`src/rtl/lfr_pkg.sv`:
```
// Shared types and constants for the LRU frame replacement core.
package lfr_pkg;

  localparam int PAGE_IN_W = 16;
  localparam int IDX_OUT_W = 4;
  localparam int CNT_W     = 32;
  localparam int CFG_W     = 5;
  localparam int IN_DATA_W  = 16;
  localparam int OUT_DATA_W = 72;

  localparam logic [CFG_W-1:0] CFG_RESET = 5'd16;
  localparam logic [CNT_W-1:0] CNT_MAX   = {CNT_W{1'b1}};

  typedef struct packed {
    logic eval;
    logic hit_any;
    logic empty_any;
  } cell_ctl_t;

  typedef struct packed {
    logic hit;
    logic empty;
    logic sel;
  } cell_stat_t;

endpackage

```
`src/rtl/lru_frame_replacement_core.sv`:
```
// Top level of the LRU frame replacement core: frame chain, selection and result register.
//
// Usage:
//   in_*  : one page reference per transaction, page number in in_tdata[15:0].
//   out_* : one result per reference. out_tuser is 1 on a hit, 0 on a fault.
//           out_tdata holds frame index, hit total and fault total.
//   cfg_* : cfg_we writes frames_in_use (0 acts as 1, above FRAMES as FRAMES).
//           Write only while the core is idle.
// Path: the input register holds the page, and the result register drives out_tvalid.
// Flow: a new reference is taken only when none waits in the input register;
//   the page is registered first, then the frame chain compares, picks the hit,
//   empty or least recent frame and updates ranks in one pass.
// Stall: the result register holds while out_tready is low; one further
//   reference is taken and waits in the input register until the result drains.
// Reset: every frame empty, ranks in index order, totals zero, frames_in_use 16.
//   No clearing pass; the core accepts input from the first cycle after reset.
module lru_frame_replacement_core #(
  parameter int FRAMES    = 16,
  parameter int PAGE_BITS = 16
) (
  input  logic                            clk,
  input  logic                            rst_n,
  input  logic                            in_tvalid,
  output logic                            in_tready,
  input  logic [lfr_pkg::IN_DATA_W-1:0]   in_tdata,   // [15:0] page
  output logic                            out_tvalid,
  input  logic                            out_tready,
  output logic [lfr_pkg::OUT_DATA_W-1:0]  out_tdata,  // [3:0] frame_index, [35:4] hit_total,
                                                      // [67:36] fault_total, [71:68] zero
  output logic                            out_tuser,  // [0] hit
  input  logic                            cfg_we,
  input  logic [lfr_pkg::CFG_W-1:0]       cfg_wdata
);

  localparam int RW = (FRAMES > 1) ? $clog2(FRAMES) : 1;
  localparam int IW = RW;

  logic [lfr_pkg::CFG_W-1:0] frames_r;
  logic                      pend_r;
  logic [PAGE_BITS-1:0]      page_r;
  logic [PAGE_BITS-1:0]      page_c;
  logic                      out_valid_r;
  logic                      hit_r;
  logic [lfr_pkg::IDX_OUT_W-1:0] idx_r;
  logic [lfr_pkg::CNT_W-1:0] hit_cnt_r;
  logic [lfr_pkg::CNT_W-1:0] fault_cnt_r;

  logic                      in_fire;
  logic                      eval;
  logic [FRAMES-1:0]         act;
  logic [FRAMES:0]           hit_ch;
  logic [FRAMES:0]           empty_ch;
  lfr_pkg::cell_ctl_t        ctl;
  lfr_pkg::cell_stat_t       stat [FRAMES];
  logic [RW-1:0]             rank_q [FRAMES];
  logic [FRAMES-1:0]         rank_oh [FRAMES];
  logic [FRAMES-1:0]         rank_vec;
  logic [FRAMES-1:0]         sel_vec;
  logic [FRAMES-1:0]         hit_vec;
  logic [RW-1:0]             min_rank;
  logic [RW-1:0]             old_rank;
  logic [IW-1:0]             sel_idx;
  logic [lfr_pkg::IDX_OUT_W-1:0] idx4;

  generate
    if (PAGE_BITS <= lfr_pkg::PAGE_IN_W) begin : g_pg_narrow
      assign page_c = in_tdata[PAGE_BITS-1:0];
    end else begin : g_pg_wide
      assign page_c = {{(PAGE_BITS - lfr_pkg::PAGE_IN_W){1'b0}},
                       in_tdata[lfr_pkg::PAGE_IN_W-1:0]};
    end
  endgenerate

  assign in_tready = !pend_r;
  assign in_fire   = in_tvalid && in_tready;
  assign eval      = pend_r && (!out_valid_r || out_tready);

  assign ctl = '{eval: eval, hit_any: hit_ch[FRAMES], empty_any: empty_ch[FRAMES]};
  assign hit_ch[0]   = 1'b0;
  assign empty_ch[0] = 1'b0;

  genvar gi;
  generate
    for (gi = 0; gi < FRAMES; gi++) begin : g_cell
      assign act[gi] = (gi == 0) || (32'(gi) < 32'(frames_r));
      lfr_cell #(
        .FRAMES    (FRAMES),
        .PAGE_BITS (PAGE_BITS),
        .IDX       (gi)
      ) u_cell (
        .clk      (clk),
        .rst_n    (rst_n),
        .act      (act[gi]),
        .page     (page_r),
        .ctl      (ctl),
        .min_rank (min_rank),
        .old_rank (old_rank),
        .hit_ci   (hit_ch[gi]),
        .empty_ci (empty_ch[gi]),
        .hit_co   (hit_ch[gi+1]),
        .empty_co (empty_ch[gi+1]),
        .stat     (stat[gi]),
        .rank     (rank_q[gi]),
        .rank_oh  (rank_oh[gi])
      );
      assign sel_vec[gi] = stat[gi].sel;
      assign hit_vec[gi] = stat[gi].hit;
    end
  endgenerate

  always_comb begin
    rank_vec = '0;
    old_rank = '0;
    sel_idx  = '0;
    for (int i = 0; i < FRAMES; i++) begin
      rank_vec = rank_vec | rank_oh[i];
      if (sel_vec[i]) begin
        old_rank = old_rank | rank_q[i];
        sel_idx  = sel_idx | IW'(i);
      end
    end
  end

  always_comb begin
    min_rank = '0;
    for (int r = FRAMES - 1; r >= 0; r--) begin
      if (rank_vec[r]) begin
        min_rank = RW'(r);
      end
    end
  end

  generate
    if (IW >= lfr_pkg::IDX_OUT_W) begin : g_idx_wide
      assign idx4 = sel_idx[lfr_pkg::IDX_OUT_W-1:0];
    end else begin : g_idx_narrow
      assign idx4 = {{(lfr_pkg::IDX_OUT_W - IW){1'b0}}, sel_idx};
    end
  endgenerate

  always_ff @(posedge clk) begin
    if (!rst_n) begin
      frames_r <= lfr_pkg::CFG_RESET;
    end else if (cfg_we) begin
      frames_r <= cfg_wdata;
    end
  end

  always_ff @(posedge clk) begin
    if (!rst_n) begin
      pend_r      <= 1'b0;
      out_valid_r <= 1'b0;
      hit_cnt_r   <= '0;
      fault_cnt_r <= '0;
    end else begin
      if (in_fire) begin
        pend_r <= 1'b1;
      end else if (eval) begin
        pend_r <= 1'b0;
      end
      if (eval) begin
        out_valid_r <= 1'b1;
        if (ctl.hit_any) begin
          if (hit_cnt_r != lfr_pkg::CNT_MAX) begin
            hit_cnt_r <= hit_cnt_r + lfr_pkg::CNT_W'(1);
          end
        end else if (fault_cnt_r != lfr_pkg::CNT_MAX) begin
          fault_cnt_r <= fault_cnt_r + lfr_pkg::CNT_W'(1);
        end
      end else if (out_tready) begin
        out_valid_r <= 1'b0;
      end
    end
  end

  always_ff @(posedge clk) begin
    if (in_fire) begin
      page_r <= page_c;
    end
    if (eval) begin
      hit_r <= ctl.hit_any;
      idx_r <= idx4;
    end
  end

  assign out_tvalid = out_valid_r;
  assign out_tuser  = hit_r;
  assign out_tdata  = {4'b0000, fault_cnt_r, hit_cnt_r, idx_r};

  a_sel_onehot: assert property (@(posedge clk) disable iff (!rst_n)
    eval |-> $onehot(sel_vec))
    else $error("frame selection is not one-hot");

  a_hit_onehot: assert property (@(posedge clk) disable iff (!rst_n)
    $onehot0(hit_vec))
    else $error("more than one frame claims the hit");

  a_ranks_perm: assert property (@(posedge clk) disable iff (!rst_n)
    rank_vec[min_rank] && act[0])
    else $error("least recent rank not held by an active frame");

  a_eval_result: assert property (@(posedge clk) disable iff (!rst_n)
    eval |=> out_valid_r && !pend_r)
    else $error("evaluated reference did not reach the result register");

  a_in_pend: assert property (@(posedge clk) disable iff (!rst_n)
    in_fire |=> pend_r)
    else $error("accepted reference was not held");

endmodule

```
`src/rtl/lfr_cell.sv`:
```
// One frame of the table: page, valid and recency rank with lookup and update.
module lfr_cell #(
  parameter int FRAMES    = 16,
  parameter int PAGE_BITS = 16,
  parameter int IDX       = 0
) (
  input  logic                                  clk,
  input  logic                                  rst_n,
  input  logic                                  act,
  input  logic [PAGE_BITS-1:0]                  page,
  input  lfr_pkg::cell_ctl_t                    ctl,
  input  logic [((FRAMES > 1) ? $clog2(FRAMES) : 1)-1:0] min_rank,
  input  logic [((FRAMES > 1) ? $clog2(FRAMES) : 1)-1:0] old_rank,
  input  logic                                  hit_ci,
  input  logic                                  empty_ci,
  output logic                                  hit_co,
  output logic                                  empty_co,
  output lfr_pkg::cell_stat_t                   stat,
  output logic [((FRAMES > 1) ? $clog2(FRAMES) : 1)-1:0] rank,
  output logic [FRAMES-1:0]                     rank_oh
);

  localparam int RW = (FRAMES > 1) ? $clog2(FRAMES) : 1;

  logic [PAGE_BITS-1:0] page_r;
  logic                 valid_r;
  logic [RW-1:0]        rank_r;
  logic                 hit_here;
  logic                 empty_here;
  logic                 lru_here;
  logic                 sel;

  assign hit_here   = act && valid_r && (page_r == page) && !hit_ci;
  assign empty_here = act && !valid_r && !empty_ci;
  assign lru_here   = act && (rank_r == min_rank);
  assign hit_co     = hit_ci || (act && valid_r && (page_r == page));
  assign empty_co   = empty_ci || (act && !valid_r);

  always_comb begin
    if (ctl.hit_any) begin
      sel = hit_here;
    end else if (ctl.empty_any) begin
      sel = empty_here;
    end else begin
      sel = lru_here;
    end
  end

  assign stat    = '{hit: hit_here, empty: empty_here, sel: sel};
  assign rank    = rank_r;
  assign rank_oh = act ? (FRAMES'(1) << rank_r) : '0;

  always_ff @(posedge clk) begin
    if (!rst_n) begin
      valid_r <= 1'b0;
      rank_r  <= RW'(IDX);
    end else if (ctl.eval) begin
      if (sel) begin
        rank_r <= RW'(FRAMES - 1);
        if (!ctl.hit_any) begin
          valid_r <= 1'b1;
        end
      end else if (rank_r > old_rank) begin
        rank_r <= rank_r - RW'(1);
      end
    end
  end

  always_ff @(posedge clk) begin
    if (ctl.eval && sel && !ctl.hit_any) begin
      page_r <= page;
    end
  end

endmodule

```
`config.mk`:
```
export PLATFORM = sky130hd
export DESIGN_NAME = lru_frame_replacement_core
export DESIGN_NICKNAME = d
export VERILOG_FILES = /design/src/rtl/lfr_pkg.sv /design/src/rtl/lru_frame_replacement_core.sv /design/src/rtl/lfr_cell.sv
export SDC_FILE = /design/constraint.sdc
export NUM_CORES = 1
export LEC_CHECK = 0
export ABC_AREA = 1
export BUFFER_PORTS_ARGS = -buffer_cell sky130_fd_sc_hd__buf_2
export CAP_MARGIN = 30
export CORE_MARGIN = 8
export CORE_UTILIZATION = 44
export DETAILED_ROUTE_END_ITERATION = 16
export PLACE_DENSITY = 0.69
export REMOVE_ABC_BUFFERS = 1
export SLEW_MARGIN = 20
export SYNTH_ARGS = -nofsm -noshare
export SYNTH_HDL_FRONTEND = slang
export SYNTH_HIERARCHICAL = 1
export SYNTH_SLANG_ARGS = --single-unit
```
`constraint.sdc`:
```
create_clock -name clk -period 14.4 [get_ports clk]
set_clock_uncertainty 0.2 [all_clocks]
set_input_delay 3.6 -clock clk [delete_from_list [all_inputs] [get_ports clk]]
set_output_delay 3.6 -clock clk [all_outputs]
set_load 0.02 [all_outputs]
```
==> flow_summary.ini <==
[status]
status = finished clean

[floorplan]
core_area_sq_mm = 0.0655
dieArea_sq_mm = 0.0743
die_x_um = 273
ios = 101
initial_core_util_pct = 44.2
row_count = 94
die_h_um = 273

[drt]
drtIter0Drc = 1943
drc_errors = 0
wl_per_cell_um = 15.9
drt_first_pass_iters = 5
post_drt_via_cell_ratio = 5.05
routed_wl_um = 78300
num_vias = 24800
antenna_left = 0

[worst_setup_path]
worstSetupPathType = reg2reg
rrSetupSlack_ps = 6250
crit_start = frames_r[4]$_SDFFE_PN1P_
cpPeakStageDelay_ps = 500
arrival_ps = 8420
slowest_stage = nand4_1
timing.critical_path.mode_cell = o21bai_1
crit_required_ps = 14670
critPathLaunchType = flop
r2r-start = frames_r[4]$_SDFFE_PN1P_
path_max_fanout = 24
worst_r2r_path_depth = 39
worst_setup_path_end_kind = flop
r2r-end = g_cell[2].u_cell/rank[0]$_SDFFE_PN0P_

[global_route]
track_usage_pct = 20.7
overflow = 0
grt_pass1_wl_um = 125000
antenna_found_initial = 0
grt_pass1_vias = 23600
grt_max_degree = 91

[clock_network]
root_buffer = clkbuf_16
cts-htree-levels = 2
post_cts_buffers = 0
clk_latency_ps = 600
cts_resized = 0
cts_buffer_depth = 3
cts_inserted_buffers = 48
cts_hold_buf = 0
cts_tree = built
numClockSinks = 428
clkTransAtPathRegs_ps = 60

[final_layout]
fin_util_pct = 48.9
final_cells = 4918
area_growth_pct = 10.7
drive_gt1_share_pct = 11.4
layout.nets = 4188
n_antenna_cell = 0

[timing]
fmax_ghz = 0.123
worstMarginPinSlew_ps = 959
setup_viol = 0
period_share_pct = 56.6
slew_headroom_pct = 35.9
timing_hold_violations_final = 0
grt_setup_unrepaired = no
setup-tns-final_ps = 0
drv_slew = 0
min_period_ps = 8150

[place]
post-dp-hpwl_um = 56700
place_congestion = 0.973
place_inst = 4829
port_buffers = 96

[hold_path]
min_path_cells = 2
hold_end = out_tvalid$_SDFFE_PN0P_
hold_path.class = reg2reg
min-delay-start = out_tvalid$_SDFFE_PN0P_

[yosys]
syn_inst = 3878
synth-warning-count = 6
syn_avg_cell_area_sq_um = 7.47
synthesis.area_sq_mm = 0.0290

[job]
maxCapViolCount = 0

[power_and_ir_drop]
p_per_area_mw_per_mm2 = 107
peakVddDrop_mv = 0.0966
power.leakage_nw = 14.6
cell type report:
type                            instances  area [sq um]
Sequential cell                       428         11300
Tap cell                              864          1080
Clock inverter                         29           324
Timing Repair Buffer                  125           721
Multi-Input combinational cell       2720         14700
Inverter                              693          2610
Fill cell                            6286         33400
Clock buffer                           59          1260
worst max-delay path by stage:
stage and end:
6_report g_cell[2].u_cell/rank[0]$_SDFFE_PN0P_, 5_1_grt g_cell[13].u_cell/rank[1]$_SDFFE_PN0P_, 4_1_cts g_cell[7].u_cell/rank[3]$_SDFFE_PN0P_, 3_5_place_dp g_cell[7].u_cell/rank[0]$_SDFFE_PN1P_
3_3_place_gp g_cell[7].u_cell/rank[3]$_SDFFE_PN0P_, 2_1_floorplan g_cell[7].u_cell/rank[3]$_SDFFE_PN0P_
sequential cells by signal, summed over array words and instances (netlist names):
name and count:
fault_cnt_r 32, frames_r 5, g_cell.u_cell/page_r 256, g_cell.u_cell/rank 64, g_cell.u_cell/valid_r 16, hit_cnt_r 32
idx_r 4, out_tuser 1, out_tvalid 1, page_r 16, pend_r 1
layer usage:
layer  global-route usage (%)  vias up  routed length [um]  part of all wire [%]
met5                        0        -                   0                     0
met2                     34.3      721               35900                    46
met3                     3.53      160                4960                   6.3
met1                     27.1    11400               34700                    44
li1                         -    12600                   -                     -
met4                     7.39        0                2780                   3.5
cell usage in the layout (no fill, tap or decap), types with 29 or more instances in the layout:
cell type	instances
nand3_2	45
o21bai_1	30
xor2_1	40
nand3_1	169
a21oi_1	82
clkbuf_16	48
nand2_1	1010
inv_1	626
nor4_1	56
dfxtp_1	151
nor2_1	583
edfxtp_1	277
o21ai_0	73
buf_4	29
ha_1	146
inv_2	57
nand4_1	62
buf_2	95
nand2_2	32
nor2_2	34
xnor2_1	99
critical path, delay by kind of cell, from the launching register on:
family / cells / cell delay (ps)
AOI/OAI and AO/OA: 19 / 3850
adders and majority gates: 1 / 270
buffers and inverters: 6 / 1180
DFF: 1 / 410
and+or+nand+nor: 13 / 2110
where the power goes:
part	total (W)	switching [W]	internal [W]
combinational	0.000777	0.000503	0.000274
sequential	0.00142	0.0000800	0.00134
clock	0.00124	0.000510	0.000732
per-stage QoR:
step | total power [W] | worst slack (ps) | hold WS (ps) | area (sq um)
global placement | 0.00220 | 6560 | 280 | 30500
floorplan | 0.00198 | 7450 | 280 | 28600
CTS | 0.00346 | 6380 | 293 | 32000
detailed placement | 0.00221 | 6420 | 277 | 30500
global route | 0.00362 | 5580 | 320 | 32100
finish | 0.00344 | 6250 | 291 | 32100
(Power assumes the default switching activity.)
